--- src/design/hsv2rgb_pkg.sv ---
`default_nettype none
// ----------------------------------------------------------------------------
// hsv2rgb_pkg
// Types, constants and the hue fraction table shared by the HSV to RGB
// converter.
// ----------------------------------------------------------------------------
package hsv2rgb_pkg;

  // Hue handling. The offset is a multiple of 360 large enough to make any
  // 16-bit signed hue non-negative.
  localparam logic [16:0] HUE_OFFSET = 17'd33120;
  localparam logic [16:0] HUE_RANGE  = 17'd360;
  localparam int          SECTOR_DEG = 60;

  // floor(x / 360) == (x * RECIP_M) >> RECIP_SH, exact for x below 74898.
  localparam logic [15:0] RECIP_M  = 16'd46604;
  localparam int          RECIP_SH = 24;

  // Unsigned Q0.16 one.
  localparam logic [16:0] F16_ONE = 17'h10000;

  // Colour sectors of 60 degrees each.
  typedef enum logic [2:0] {
    SECT_RY = 3'd0,
    SECT_YG = 3'd1,
    SECT_GC = 3'd2,
    SECT_CB = 3'd3,
    SECT_BM = 3'd4,
    SECT_MR = 3'd5
  } sector_t;

  typedef logic [15:0] frac_tbl_t [SECTOR_DEG];

  // floor(r * 65536 / 60) for every remainder within a sector.
  function automatic frac_tbl_t build_frac_tbl();
    frac_tbl_t t;
    for (int i = 0; i < SECTOR_DEG; i++) begin
      t[i] = 16'((i * 65536) / SECTOR_DEG);
    end
    return t;
  endfunction

  localparam frac_tbl_t FRAC_TBL = build_frac_tbl();

endpackage
`default_nettype wire

--- src/design/hsv2rgb_in_if.sv ---
`default_nettype none
// ----------------------------------------------------------------------------
// hsv2rgb_in_if
// Valid/ready channel carrying one HSV colour item.
// ----------------------------------------------------------------------------
interface hsv2rgb_in_if;
  logic               valid;
  logic               ready;
  logic signed [15:0] hue_degrees;
  logic signed [9:0]  saturation;
  logic signed [9:0]  brightness;

  modport source (output valid, output hue_degrees, output saturation,
                  output brightness, input ready);
  modport sink   (input valid, input hue_degrees, input saturation,
                  input brightness, output ready);
endinterface
`default_nettype wire

--- src/design/hsv2rgb_out_if.sv ---
`default_nettype none
// ----------------------------------------------------------------------------
// hsv2rgb_out_if
// Valid/ready channel carrying one 8-bit RGB item.
// ----------------------------------------------------------------------------
interface hsv2rgb_out_if;
  logic       valid;
  logic       ready;
  logic [7:0] red;
  logic [7:0] green;
  logic [7:0] blue;

  modport source (output valid, output red, output green, output blue,
                  input ready);
  modport sink   (input valid, input red, input green, input blue,
                  output ready);
endinterface
`default_nettype wire

--- src/design/hsv2rgb_hue.sv ---
`default_nettype none
// ----------------------------------------------------------------------------
// hsv2rgb_hue
// Four-stage hue path: reduction modulo 360, then sector and Q0.16 fraction.
// ----------------------------------------------------------------------------
module hsv2rgb_hue (
  input  wire logic                 clk,
  input  wire logic                 rst_n,
  input  wire logic                 en,
  input  wire logic                 valid_i,
  input  wire logic [15:0]          hue_i,
  output logic                      valid_o,
  output hsv2rgb_pkg::sector_t      sector_o,
  output logic [15:0]               frac_o
);
  import hsv2rgb_pkg::*;

  logic [3:0]  valid_r;
  logic [16:0] ofs_r;
  logic [16:0] ofs2_r;
  logic [7:0]  quot_r;
  logic [8:0]  hmod_r;
  sector_t     sector_r;
  logic [15:0] frac_r;

  logic [16:0] ofs_nxt;
  logic [32:0] recip_prod;
  logic [16:0] rem_raw;
  logic [8:0]  hmod_nxt;
  sector_t     sector_nxt;
  logic [8:0]  sect_base;
  logic [5:0]  rem60;

  // Sign-extend and add a multiple of 360; the true sum is always positive.
  assign ofs_nxt    = {hue_i[15], hue_i} + HUE_OFFSET;
  assign recip_prod = 33'(ofs_r) * 33'(RECIP_M);

  always_comb begin
    rem_raw = ofs2_r - 17'(17'(quot_r) * HUE_RANGE);
    if (rem_raw >= HUE_RANGE) begin
      rem_raw = rem_raw - HUE_RANGE;
    end
    hmod_nxt = 9'(rem_raw);
  end

  always_comb begin
    if (hmod_r < 9'd60) begin
      sector_nxt = SECT_RY;
      sect_base  = 9'd0;
    end else if (hmod_r < 9'd120) begin
      sector_nxt = SECT_YG;
      sect_base  = 9'd60;
    end else if (hmod_r < 9'd180) begin
      sector_nxt = SECT_GC;
      sect_base  = 9'd120;
    end else if (hmod_r < 9'd240) begin
      sector_nxt = SECT_CB;
      sect_base  = 9'd180;
    end else if (hmod_r < 9'd300) begin
      sector_nxt = SECT_BM;
      sect_base  = 9'd240;
    end else begin
      sector_nxt = SECT_MR;
      sect_base  = 9'd300;
    end
    rem60 = 6'(hmod_r - sect_base);
  end

  always_ff @(posedge clk) begin
    if (!rst_n) begin
      valid_r <= '0;
    end else if (en) begin
      valid_r <= {valid_r[2:0], valid_i};
    end
  end

  always_ff @(posedge clk) begin
    if (en) begin
      ofs_r    <= ofs_nxt;
      ofs2_r   <= ofs_r;
      quot_r   <= recip_prod[RECIP_SH +: 8];
      hmod_r   <= hmod_nxt;
      sector_r <= sector_nxt;
      frac_r   <= FRAC_TBL[rem60];
    end
  end

  assign valid_o  = valid_r[3];
  assign sector_o = sector_r;
  assign frac_o   = frac_r;

endmodule
`default_nettype wire

--- src/design/hsv2rgb_chan.sv ---
`default_nettype none
// ----------------------------------------------------------------------------
// hsv2rgb_chan
// Five-stage arithmetic for the v, p, q and t channels, scaled by 255.
// ----------------------------------------------------------------------------
module hsv2rgb_chan #(
  parameter int FRAC_BITS = 8
) (
  input  wire logic                 clk,
  input  wire logic                 rst_n,
  input  wire logic                 en,
  input  wire logic                 valid_i,
  input  wire hsv2rgb_pkg::sector_t sector_i,
  input  wire logic [15:0]          frac_i,
  input  wire logic [FRAC_BITS:0]   sat_i,
  input  wire logic [FRAC_BITS:0]   val_i,
  output logic                      valid_o,
  output hsv2rgb_pkg::sector_t      sector_o,
  output logic [7:0]                cv_o,
  output logic [7:0]                cp_o,
  output logic [7:0]                cq_o,
  output logic [7:0]                ct_o
);
  import hsv2rgb_pkg::*;

  localparam int SW  = FRAC_BITS + 1;       // clamped s and v
  localparam int PW  = 2 * FRAC_BITS + 1;   // p numerator
  localparam int AW  = FRAC_BITS + 17;      // s*f and 1 - s*f
  localparam int HW  = AW - 16;             // upper slice of 1 - s*f
  localparam int NW  = 2 * FRAC_BITS + 17;  // q and t numerators
  localparam int SC2 = 2 * FRAC_BITS;
  localparam int SC3 = 2 * FRAC_BITS + 16;
  localparam logic [SW-1:0] ONE    = SW'(1) << FRAC_BITS;
  localparam logic [AW-1:0] ONE_SH = AW'(1) << (FRAC_BITS + 16);

  logic [4:0]        valid_r;
  sector_t           sector_r [5];
  logic [SW-1:0]     val_r    [4];
  logic [PW-1:0]     pn_r     [4];
  logic [AW-1:0]     sf_r;
  logic [AW-1:0]     sfc_r;
  logic [AW-1:0]     qa_r;
  logic [AW-1:0]     ta_r;
  logic [SW+15:0]    qlo_r;
  logic [SW+HW-1:0]  qhi_r;
  logic [SW+15:0]    tlo_r;
  logic [SW+HW-1:0]  thi_r;
  logic [NW-1:0]     qn_r;
  logic [NW-1:0]     tn_r;
  logic [7:0]        cv_r;
  logic [7:0]        cp_r;
  logic [7:0]        cq_r;
  logic [7:0]        ct_r;

  logic [16:0]       frac_c;
  logic [NW+7:0]     qm;
  logic [NW+7:0]     tm;
  logic [PW+7:0]     pm;
  logic [SW+7:0]     vm;

  assign frac_c = F16_ONE - {1'b0, frac_i};

  // x * 255 as (x << 8) - x before the final truncating shift.
  assign qm = {qn_r, 8'd0} - (NW+8)'(qn_r);
  assign tm = {tn_r, 8'd0} - (NW+8)'(tn_r);
  assign pm = {pn_r[3], 8'd0} - (PW+8)'(pn_r[3]);
  assign vm = {val_r[3], 8'd0} - (SW+8)'(val_r[3]);

  always_ff @(posedge clk) begin
    if (!rst_n) begin
      valid_r <= '0;
    end else if (en) begin
      valid_r <= {valid_r[3:0], valid_i};
    end
  end

  always_ff @(posedge clk) begin
    if (en) begin
      // Stage A: products with s.
      sf_r        <= AW'(AW'(sat_i) * AW'(frac_i));
      sfc_r       <= AW'(AW'(sat_i) * AW'(frac_c));
      pn_r[0]     <= PW'(PW'(val_i) * PW'(ONE - sat_i));
      val_r[0]    <= val_i;
      sector_r[0] <= sector_i;
      // Stage B: complements.
      qa_r        <= ONE_SH - sf_r;
      ta_r        <= ONE_SH - sfc_r;
      pn_r[1]     <= pn_r[0];
      val_r[1]    <= val_r[0];
      sector_r[1] <= sector_r[0];
      // Stage C: partial products of v with the complements.
      qlo_r       <= (SW+16)'(val_r[1]) * (SW+16)'(qa_r[15:0]);
      qhi_r       <= (SW+HW)'(val_r[1]) * (SW+HW)'(qa_r[AW-1:16]);
      tlo_r       <= (SW+16)'(val_r[1]) * (SW+16)'(ta_r[15:0]);
      thi_r       <= (SW+HW)'(val_r[1]) * (SW+HW)'(ta_r[AW-1:16]);
      pn_r[2]     <= pn_r[1];
      val_r[2]    <= val_r[1];
      sector_r[2] <= sector_r[1];
      // Stage D: recombine the partial products.
      qn_r        <= NW'({qhi_r, 16'd0}) + NW'(qlo_r);
      tn_r        <= NW'({thi_r, 16'd0}) + NW'(tlo_r);
      pn_r[3]     <= pn_r[2];
      val_r[3]    <= val_r[2];
      sector_r[3] <= sector_r[2];
      // Stage E: scale to 0..255.
      cq_r        <= qm[SC3 +: 8];
      ct_r        <= tm[SC3 +: 8];
      cp_r        <= pm[SC2 +: 8];
      cv_r        <= vm[FRAC_BITS +: 8];
      sector_r[4] <= sector_r[3];
    end
  end

  assign valid_o  = valid_r[4];
  assign sector_o = sector_r[4];
  assign cv_o     = cv_r;
  assign cp_o     = cp_r;
  assign cq_o     = cq_r;
  assign ct_o     = ct_r;

endmodule
`default_nettype wire

--- src/design/hsv_to_rgb_converter.sv ---
`default_nettype none
// ----------------------------------------------------------------------------
// hsv_to_rgb_converter
// Pipelined conversion of a signed HSV colour to 8-bit RGB.
// ----------------------------------------------------------------------------
//
//   Channel   Direction  Fields                                  Width
//   in_chan   sink       hue_degrees, saturation, brightness     16s,10s,10s
//   out_chan  source     red, green, blue                        8,8,8
//
// One item is accepted per clock cycle while the output is not stalled; each
// item passes through four stages of hue reduction, five of channel
// arithmetic and the output register. The whole pipeline advances together;
// while a finished item waits on the output, every stage holds and
// in_chan.ready is low, so nothing is lost or repeated. Reset clears the
// valid bits only; the data registers are not reset.
//
module hsv_to_rgb_converter #(
  parameter int FRAC_BITS = 8
) (
  input  wire logic    clk,
  input  wire logic    rst_n,
  hsv2rgb_in_if.sink   in_chan,
  hsv2rgb_out_if.source out_chan
);
  import hsv2rgb_pkg::*;

  localparam int SW  = FRAC_BITS + 1;
  localparam int ONE = 1 << FRAC_BITS;

  // The pipeline moves whenever the output register is empty or being read.
  logic          en;
  logic [SW-1:0] sat_clamp;
  logic [SW-1:0] val_clamp;
  logic [SW-1:0] sat_r [4];
  logic [SW-1:0] val_r [4];

  logic          hue_valid;
  sector_t       hue_sector;
  logic [15:0]   hue_frac;

  logic          chan_valid;
  sector_t       chan_sector;
  logic [7:0]    cv;
  logic [7:0]    cp;
  logic [7:0]    cq;
  logic [7:0]    ct;

  logic          out_valid_r;
  logic [7:0]    red_r;
  logic [7:0]    green_r;
  logic [7:0]    blue_r;
  logic [7:0]    red_nxt;
  logic [7:0]    green_nxt;
  logic [7:0]    blue_nxt;

  assign en            = !out_valid_r || out_chan.ready;
  assign in_chan.ready = en;

  // Saturation and value are clamped to the range zero to one.
  always_comb begin
    if (in_chan.saturation[9]) begin
      sat_clamp = '0;
    end else if (32'(in_chan.saturation[8:0]) > 32'(ONE)) begin
      sat_clamp = SW'(ONE);
    end else begin
      sat_clamp = SW'(in_chan.saturation[8:0]);
    end
    if (in_chan.brightness[9]) begin
      val_clamp = '0;
    end else if (32'(in_chan.brightness[8:0]) > 32'(ONE)) begin
      val_clamp = SW'(ONE);
    end else begin
      val_clamp = SW'(in_chan.brightness[8:0]);
    end
  end

  // s and v wait here while the hue path works out sector and fraction.
  always_ff @(posedge clk) begin
    if (en) begin
      sat_r[0] <= sat_clamp;
      val_r[0] <= val_clamp;
      for (int i = 1; i < 4; i++) begin
        sat_r[i] <= sat_r[i-1];
        val_r[i] <= val_r[i-1];
      end
    end
  end

  hsv2rgb_hue u_hue (
    .clk      (clk),
    .rst_n    (rst_n),
    .en       (en),
    .valid_i  (in_chan.valid),
    .hue_i    (in_chan.hue_degrees),
    .valid_o  (hue_valid),
    .sector_o (hue_sector),
    .frac_o   (hue_frac)
  );

  hsv2rgb_chan #(
    .FRAC_BITS (FRAC_BITS)
  ) u_chan (
    .clk      (clk),
    .rst_n    (rst_n),
    .en       (en),
    .valid_i  (hue_valid),
    .sector_i (hue_sector),
    .frac_i   (hue_frac),
    .sat_i    (sat_r[3]),
    .val_i    (val_r[3]),
    .valid_o  (chan_valid),
    .sector_o (chan_sector),
    .cv_o     (cv),
    .cp_o     (cp),
    .cq_o     (cq),
    .ct_o     (ct)
  );

  // Channel order by sector; the first sector also covers unused codes.
  always_comb begin
    case (chan_sector)
      SECT_YG: begin
        red_nxt = cq; green_nxt = cv; blue_nxt = cp;
      end
      SECT_GC: begin
        red_nxt = cp; green_nxt = cv; blue_nxt = ct;
      end
      SECT_CB: begin
        red_nxt = cp; green_nxt = cq; blue_nxt = cv;
      end
      SECT_BM: begin
        red_nxt = ct; green_nxt = cp; blue_nxt = cv;
      end
      SECT_MR: begin
        red_nxt = cv; green_nxt = cp; blue_nxt = cq;
      end
      default: begin
        red_nxt = cv; green_nxt = ct; blue_nxt = cp;
      end
    endcase
  end

  always_ff @(posedge clk) begin
    if (!rst_n) begin
      out_valid_r <= 1'b0;
    end else if (en) begin
      out_valid_r <= chan_valid;
    end
  end

  always_ff @(posedge clk) begin
    if (en) begin
      red_r   <= red_nxt;
      green_r <= green_nxt;
      blue_r  <= blue_nxt;
    end
  end

  assign out_chan.valid = out_valid_r;
  assign out_chan.red   = red_r;
  assign out_chan.green = green_r;
  assign out_chan.blue  = blue_r;

`ifndef ASSERT_OFF
  // A waiting result must hold the whole pipeline, input side included.
  a_stall_blocks_input : assert property (@(posedge clk) disable iff (!rst_n)
    (out_valid_r && !out_chan.ready) |-> !in_chan.ready)
    else $error("input accepted while a result is stalled");

  // A new result only appears when the channel stage held a valid item.
  a_out_from_chan : assert property (@(posedge clk) disable iff (!rst_n)
    $rose(out_valid_r) |-> $past(chan_valid))
    else $error("result appeared without a valid item behind it");

  // A stalled result keeps its colour until it is taken.
  a_out_hold : assert property (@(posedge clk) disable iff (!rst_n)
    (out_valid_r && !out_chan.ready) |=>
      ($stable(red_r) && $stable(green_r) && $stable(blue_r) && out_valid_r))
    else $error("stalled result changed");
`endif

endmodule
`default_nettype wire

--- src/flat_wrapper.sv ---
// flat-port wrapper written by rule: the top's interface ports become plain ports
module hsv_to_rgb_converter_flat import hsv2rgb_pkg::*;
#(
  parameter int FRAC_BITS = 8
)
  (clk, rst_n, in_chan_valid, in_chan_hue_degrees, in_chan_saturation, in_chan_brightness, in_chan_ready, out_chan_valid, out_chan_red, out_chan_green, out_chan_blue, out_chan_ready);
  hsv2rgb_in_if in_chan_i ();
  hsv2rgb_out_if out_chan_i ();
  input  wire logic clk;
  input  wire logic rst_n;
  input wire logic [$bits(in_chan_i.valid)-1:0] in_chan_valid;
  input wire logic [$bits(in_chan_i.hue_degrees)-1:0] in_chan_hue_degrees;
  input wire logic [$bits(in_chan_i.saturation)-1:0] in_chan_saturation;
  input wire logic [$bits(in_chan_i.brightness)-1:0] in_chan_brightness;
  output wire logic [$bits(in_chan_i.ready)-1:0] in_chan_ready;
  output wire logic [$bits(out_chan_i.valid)-1:0] out_chan_valid;
  output wire logic [$bits(out_chan_i.red)-1:0] out_chan_red;
  output wire logic [$bits(out_chan_i.green)-1:0] out_chan_green;
  output wire logic [$bits(out_chan_i.blue)-1:0] out_chan_blue;
  input wire logic [$bits(out_chan_i.ready)-1:0] out_chan_ready;
  assign in_chan_i.valid = in_chan_valid;
  assign in_chan_i.hue_degrees = in_chan_hue_degrees;
  assign in_chan_i.saturation = in_chan_saturation;
  assign in_chan_i.brightness = in_chan_brightness;
  assign in_chan_ready = in_chan_i.ready;
  assign out_chan_valid = out_chan_i.valid;
  assign out_chan_red = out_chan_i.red;
  assign out_chan_green = out_chan_i.green;
  assign out_chan_blue = out_chan_i.blue;
  assign out_chan_i.ready = out_chan_ready;
  hsv_to_rgb_converter #(.FRAC_BITS(FRAC_BITS)) u_core (.clk(clk), .rst_n(rst_n), .in_chan(in_chan_i), .out_chan(out_chan_i));
endmodule
--- config.mk ---
export PLATFORM = sky130hd
export DESIGN_NAME = hsv_to_rgb_converter_flat
export DESIGN_NICKNAME = d
export VERILOG_FILES = /design/src/design/hsv2rgb_pkg.sv /design/src/design/hsv2rgb_in_if.sv /design/src/design/hsv2rgb_out_if.sv /design/src/design/hsv2rgb_hue.sv /design/src/design/hsv2rgb_chan.sv /design/src/design/hsv_to_rgb_converter.sv /design/src/flat_wrapper.sv
export SDC_FILE = /design/constraint.sdc
export NUM_CORES = 2
export LEC_CHECK = 0
export ABC_AREA = 1
export BUFFER_PORTS_ARGS = -buffer_cell sky130_fd_sc_hd__buf_2
export CAP_MARGIN = 10
export CORE_ASPECT_RATIO = 0.75
export CORE_MARGIN = 8
export CORE_UTILIZATION = 30
export DETAILED_ROUTE_END_ITERATION = 6
export GPL_TIMING_DRIVEN = 1
export PLACE_DENSITY = 0.5
export SYNTH_ARGS = -nofsm -noshare
export SYNTH_HDL_FRONTEND = slang
export SYNTH_SLANG_ARGS = --single-unit
export TNS_END_PERCENT = 30
--- constraint.sdc ---
create_clock -name clk -period 16.15 [get_ports clk]
set_input_delay 0.8075 -clock clk [delete_from_list [all_inputs] [get_ports clk]]
set_output_delay 0.8075 -clock clk [all_outputs]
set_load 0.03 [all_outputs]
# Yosys cells after proc, flatten, opt, wreduce, memory -nomap -nowiden
# Memories as Yosys holds them, arrays and structs flattened. A register that Yosys moved wholly into a read port is not among the register bits.
# Index checks and enable logic that the tools add are counted.
[totals]
reg_bits = 370
mem_bits_rw = 191
rom_bits = 1024
in_bits = 40
output_inout_bits = 26
wordCells = 97
memories = 6
[classes]
n_addsub = 14
mul = 9
magnitude_cmp = 8
n_eq_ne = 5
n_mux = 19
n_bitwise = 1
n_reduce_logical = 8
[mem_list]
columns = ["name", "words", "width", "rd", "rd_ports_with_merged_regs", "wr", "line", "source"]
rows = [
  ["(name not given)", 64, 16, 1, 1, 0, "hsv2rgb_hue.sv:84", "frac_r <= FRAC_TBL[rem60];"],
  ["u_core.u_chan.pn_r", 4, 17, 4, 0, 4, "hsv2rgb_chan.sv:39", "logic [PW-1:0] pn_r [4];"],
  ["u_core.sat_r", 4, 9, 4, 0, 4, "hsv_to_rgb_converter.sv:35", "logic [SW-1:0] sat_r [4];"],
  ["u_core.u_chan.val_r", 4, 9, 4, 0, 4, "hsv2rgb_chan.sv:38", "logic [SW-1:0] val_r [4];"],
  ["u_core.val_r", 4, 9, 4, 0, 4, "hsv_to_rgb_converter.sv:36", "logic [SW-1:0] val_r [4];"],
  ["u_core.u_chan.sector_r", 5, 3, 5, 0, 5, "hsv2rgb_chan.sv:37", "sector_t sector_r [5];"],
]
[op_table]
columns = ["op", "n"]
rows = [
  ["40-bit by 33-bit subtractor with 40-bit output", 2],
  ["9-bit by 16-bit multiplier with 25-bit output", 3],
  ["8-bit one-hot mux with 3 select lines", 3],
  ["33-bit by 25-bit adder with 33-bit output", 2],
  ["25-bit subtractor, first input constant", 2],
  ["9-bit 2-to-1 mux", 5],
  ["9-bit by 9-bit multiplier with 17-bit output", 2],
  ["17-bit by 14-bit multiplier with 30-bit output, second input constant", 1],
  ["9-bit by 17-bit multiplier with 25-bit output", 1],
  ["6-bit 2-to-1 mux", 4],
  ["24-bit by 17-bit subtractor with 24-bit output", 1],
  ["9-bit > comparator, second input constant", 2],
  ["9-bit by 8-bit less-than comparator with 1-bit output, second input constant", 2],
  ["17-bit by 16-bit adder with 17-bit output, second input constant", 1],
  ["17-bit by 9-bit greater-or-equal comparator with 1-bit output, second input constant", 1],
  ["10-bit by 10-bit multiplier with 17-bit output", 1],
  ["17-bit by 16-bit subtractor with 17-bit output, first input constant", 1],
  ["17-bit subtractor", 1],
  ["16-bit by 9-bit subtractor with 16-bit output", 1],
  ["8-bit by 6-bit multiplier with 14-bit output, second input constant", 1],
  ["2-bit OR reduction", 5],
  ["9-bit by 9-bit subtractor with 10-bit output, first input constant", 1],
  ["9-bit by 6-bit less-than comparator with 1-bit output, second input constant", 1],
  ["9-bit by 7-bit less-than comparator with 1-bit output, second input constant", 1],
  ["13 further kinds", 19],
]

# Longest topological paths before layout
[depth]
word_depth = 8
ltp_mapped = 30
ltp_nobuf = 29

# Hierarchy
# Synthesis repeated with hierarchy kept, for this count alone.
[unflattened]
hier_cells = 6761
hier_area_um2 = 58408.5
[by_module_without_submodules]
columns = ["module", "instances", "cells_each", "area_each_um2", "seq_area_each_um2"]
rows = [
  ["hsv2rgb_chan", 1, 5347, 45469.9, 12021.5],
  ["hsv2rgb_hue", 1, 1076, 8946.1, 1881.8],
  ["hsv_to_rgb_converter", 1, 338, 3992.6, 2902.8],
]

# Worst setup path after synthesis
# No wires, ideal clock.
[synth_path]
path_kind = "input port to flip-flop"
from = "input port out_chan_ready"
to = "register u_core.blue_r[0] (netlist: u_core.out_chan.blue[0]), enable pin"
setup_time_ps = 4469
t_arrival_ps = 11187
required_ps = 11681
path_slack_ps = 494
cell_stages = 2
n_path_buf = 0
path_cell_list = "nor2_1 -> clkinv_1"
[synth_between]
elab_chain_cells = 1
[synth_lines]
columns = ["item", "line", "source"]
rows = [
  ["from (decl)", "flat_wrapper.sv:20", "input wire logic [$bits(out_chan_i.ready)-1:0] out_chan_ready;"],
  ["1-bit logical OR", "hsv_to_rgb_converter.sv:57", "assign en = !out_valid_r || out_chan.ready;"],
  ["net in_chan_ready", "flat_wrapper.sv:15", "output wire logic [$bits(in_chan_i.ready)-1:0] in_chan_ready;"],
  ["to (signal assigned)", "hsv_to_rgb_converter.sv:156", "blue_r <= blue_nxt;"],
  ["to (decl)", "hsv_to_rgb_converter.sv:52", "logic [7:0] blue_r;"],
]
# The timed path passes the listed nets, and every way through them passes these cells.
# A chain may end at the register's enable or synchronous reset.

==> flow_summary_export.csv <==
group,metric,value,unit
status,status,"completed",
yosys,synth_top_family_by_area,"adder cells",
yosys,synthArstFlopShare,0,
yosys,synthXorXnorAreaFrac,0.0415,
route,first_iter_violations,2547,
critical_path,crit_required,16.56,ns
global_routing,antenna_found_initial,1,
global_routing,grt_pass1_wl,205000,um
cells_and_area,fin_cells,8297,
min_path,worst_hold_path_type,"input port to flip-flop",
yosys,ys_seq_area_frac,0.312,
critical_path,crit_path_cell_trace,"inv_1 > ha_1 > xnor2_1 > nand2_1 > fa_1 > inv_1 > fa_1 > inv_1 > fa_1 > inv_1 > fa_1 > inv_1 > fa_1 > inv_1 > ha_1 > a21oi_1 > o21ai_0 > a21oi_1 > o21ai_0 > a21oi_1 > nor2_1 > nor2_1 > xnor2_1",
yosys,synth-adder-area-share,0.343,
yosys,synth_warnings,0,
yosys,synth-simple-area-share,0.141,
yosys,synth_cells,5839,
floorplan,core_area,178000,um2
critical_path,r2r_slack,9.36,ns
power_and_ir_drop,p_int,6.23,mW
cells_and_area,drive_gt1_frac,0.0389,
timing,setup_viol,0,
power_and_ir_drop,comb_power_share,0.646,
cells_and_area,syn2layout_area_growth,9.63,%
yosys,synth.avg_cell_area,9.23,um2
route,viasPerCell,4.47,
power_and_ir_drop,power.switching,6.29,mW
timing,worst_slew_pin_slew,1.08,ns
timing,tns,0,ns
global_routing,grt_overflow,0,
yosys,synth_compound_area_frac,0.0578,
clocking,cts_buffer_depth,3,
run,maxCapViolCount,0,
placed_design,placedCellCount,8177,
placed_design,place_hpwl,99700,um
yosys,synth_cell_types,54,
clocking,path_clk_slew,0.06,ns
floorplan,num_rows,134,
cells_and_area,insertedDiodeCount,0,
power_and_ir_drop,pwr-share-clk,0.122,
floorplan,start_util,0.302,
route,drc,0,
power_and_ir_drop,seq_power_share,0.232,
timing,hold_ws,0.325,ns
route,finalWirelength,125000,um
power_and_ir_drop,sw_frac_of_total,0.502,
cells_and_area,final_cell_mix,"1,370 x inv_1, 1,190 x nand2_1, 581 x fa_1, 553 x edfxtp_1, 548 x ha_1",
critical_path,rr_startpoint,"u_core.sat_r[3][0]$_DFFE_PP_",
critical_path,critPathKind,"flip-flop to flip-flop",
global_routing,gr-usage-met2,0.180,
critical_path,r2r_end,"u_core.u_chan.pn_r[0][15]$_DFFE_PP_",
global_routing,grt_max_degree,169,
power_and_ir_drop,p_leak,30.0,nW
clocking,cts_tree,"yes",
timing,finalCritPeriodShare,0.420,
clocking,postCtsHoldBufs,0,
global_routing,grt-busiest-layer,"met1",
yosys,synth_flop_cell,"edfxtp_1",
critical_path,rr_worst_depth,23,
route,vias,37060,
clocking,cts.sinks,563,
timing,clock_skew,0.0280,ns
clocking,post_cts_resized,0,
clocking,cts.htree.levels,3,
critical_path,startpoint_type,"flip-flop",
floorplan,dieWidth,505,um
clocking,post-cts-setup-buffers,0,
yosys,synth-edff-count,553,
floorplan,ios,66,
route,dr.pass1.iters,5,
timing,hold_viol,0,
route,ant_nets,0,
cells_and_area,layout_commonest_cell,"inv_1",
critical_path,crit_path_max_fanout,22,
floorplan,fp.dieH,383,um
critical_path,cpMostUsedCell,"inv_1",
critical_path,path_buf_inv,6,
floorplan,fp.dieArea,194000,um2
global_routing,met1_usage,0.207,
timing,slew_viol_final,0,
placed_design,portBuffers,65,
critical_path,crit_start,"u_core.sat_r[3][0]$_DFFE_PP_",
critical_path,critPathArrivalTime,7.19,ns
timing,rsz0062_at_grt,"false",
yosys,syn-num-nets,7008,
critical_path,crit_family,"adder cells",
yosys,synth_mux_area_frac,0,
critical_path,cp-end-kind,"flip-flop",
power_and_ir_drop,power_density,212,nW/um2
global_routing,first_global_vias,37896,
timing,fin_crit,6.79,ns
critical_path,cp.depth,23,
yosys,synth_area,53900,um2
clocking,numCtsBuffers,66,
placed_design,place_congestion,0.858,
timing,maxSlewHeadroom,0.283,
timing,fmax,147,MHz
yosys,ys_ff_latch,563,
clocking,root_buffer,"clkbuf_16",
clocking,clock_latency,0.66,ns
critical_path,slowest_stage,"edfxtp_1",
critical_path,crit_end,"u_core.u_chan.pn_r[0][15]$_DFFE_PP_",
global_routing,grt_util_met3,0.0216,
route,routedWlPerCell,15.1,um
global_routing,gr-usage-all-layers,0.130,
power_and_ir_drop,ir_drop,0.298,mV
critical_path,cp_slowest_stage_delay,0.89,ns
cells_and_area,nNetsFinal,7034,
[state kept, by name, summed over array words and instances (netlist names), 9 cells and up]
name,cells
u_core.u_hue.hmod_r,9
u_core.u_chan.qhi_r,17
u_core.u_chan.thi_r,17
u_core.u_hue.ofs2_r,17
u_core.sat_r,36
u_core.u_chan.sfc_r,24
u_core.u_chan.ta_r,24
u_core.u_chan.qa_r,25
u_core.u_chan.qlo_r,25
u_core.u_chan.sf_r,25
u_core.u_chan.qn_r,33
u_core.val_r,36
u_core.u_chan.val_r,36
u_core.u_chan.pn_r,68
u_core.u_chan.tn_r,32
u_core.u_hue.ofs_r,17
u_core.u_chan.sector_r,15
u_core.u_chan.tlo_r,24
[worst min-delay path by stage]
stage                                      from                              end  slack, ns  cells after the start
3_3_place_gp       u_core.val_r[1][5]$_DFFE_PP_     u_core.val_r[2][5]$_DFFE_PP_       0.40                      0
3_5_place_dp   u_core.sat_r[0][2]$_SDFFCE_PP0P_     u_core.sat_r[1][2]$_DFFE_PP_       0.40                      0
2_1_floorplan  u_core.sat_r[0][0]$_SDFFCE_PP0P_     u_core.sat_r[1][0]$_DFFE_PP_       0.40                      0
6_report                 in_chan_hue_degrees[1]  u_core.u_hue.ofs_r[1]$_DFFE_PP_       0.33                      1
5_1_grt                  in_chan_hue_degrees[2]  u_core.u_hue.ofs_r[2]$_DFFE_PP_       0.27                      1
4_1_cts                  in_chan_hue_degrees[2]  u_core.u_hue.ofs_r[2]$_DFFE_PP_       0.25                      1
[metrics by stage]
stage,power [mW],setup slack (ns),cell area [um2],util
6_report,12.5,9.36,59100,0.331
5_1_grt,14.0,8.97,59100,0.331
4_1_cts,12.6,9.37,59100,0.331
3_5_place_dp,11.0,9.39,56800,0.319
3_3_place_gp,10.9,9.45,56800,0.319
2_1_floorplan,8.87,0.494,53900,-
[per-layer routing]
layer,up-vias,share of wire,wire (um)
met1,17819,0.55,68500
met5,-,0,0
met3,141,0.052,6480
met4,0,0.020,2570
li1,18352,-,-
met2,748,0.38,47800
[layout make-up]
type / instances / area (um2)
timing repair buffer: 80 / 450
clock inverter: 46 / 512
inverter: 1379 / 5180
tap: 2380 / 2980
multi-input combinational: 3775 / 31400
sequential: 563 / 16800
clock buffer: 74 / 1700
fill: 18429 / 119000
[worst register-to-register path, stage by stage, from the launching register on]
cell	delay, ns
edfxtp_1	0.89
inv_1	0.29
ha_1	0.32
xnor2_1	0.63
nand2_1	0.16
fa_1	0.55
inv_1	0.06
fa_1	0.50
inv_1	0.05
fa_1	0.48
inv_1	0.06
fa_1	0.53
inv_1	0.05
fa_1	0.53
inv_1	0.04
ha_1	0.33
a21oi_1	0.14
o21ai_0	0.09
a21oi_1	0.25
o21ai_0	0.20
a21oi_1	0.16
nor2_1	0.05
nor2_1	0.11
xnor2_1	0.09
[power groups by stage]
stage / combinational (mW) / clock, mW / sequential, mW
global route: 9.43 / 1.64 / 2.97
CTS: 8.12 / 1.60 / 2.90
detailed placement: 8.04 / 0 / 2.93
finish: 8.09 / 1.53 / 2.90
floorplan: 6.25 / 0 / 2.61
global placement: 8.02 / 0 / 2.93
[cell usage after synthesis, types with 9 or more instances]
cell type	instances	share of area
a21o_1	24	0.0033
a21oi_1	249	0.023
a221oi_1	13	0.0021
a31oi_1	18	0.0021
clkbuf_1	113	0.0079
dfxtp_1	10	0.0037
edfxtp_1	553	0.31
fa_1	581	0.22
ha_1	548	0.13
inv_1	1370	0.095
nand2_1	1190	0.083
nand3_1	136	0.013
nand4_1	54	0.0063
nor2_1	349	0.024
nor3_1	36	0.0033
nor4_1	23	0.0027
o2111ai_1	12	0.0020
o211ai_1	9	0.0013
o21a_1	9	0.0013
o21ai_0	145	0.013
o21bai_1	17	0.0024
o22ai_1	11	0.0013
o31ai_1	10	0.0014
or2_2	10	0.0012
xnor2_1	90	0.015
xor2_1	162	0.026
[cell families (layout without fill, tap and decap cells)]
| logic type | after synthesis | after routing |
|---|---|---|
| adder cells (fa/ha/maj) | 1129 | 1129 |
| AND/OR/NAND/NOR | 1845 | 1845 |
| AO/OA/AOI/OAI | 548 | 548 |
| flip-flops | 563 | 563 |
| buffers and inverters | 1501 | 1579 |
| XOR/XNOR | 253 | 253 |
Power figures use the tool's default switching activity.
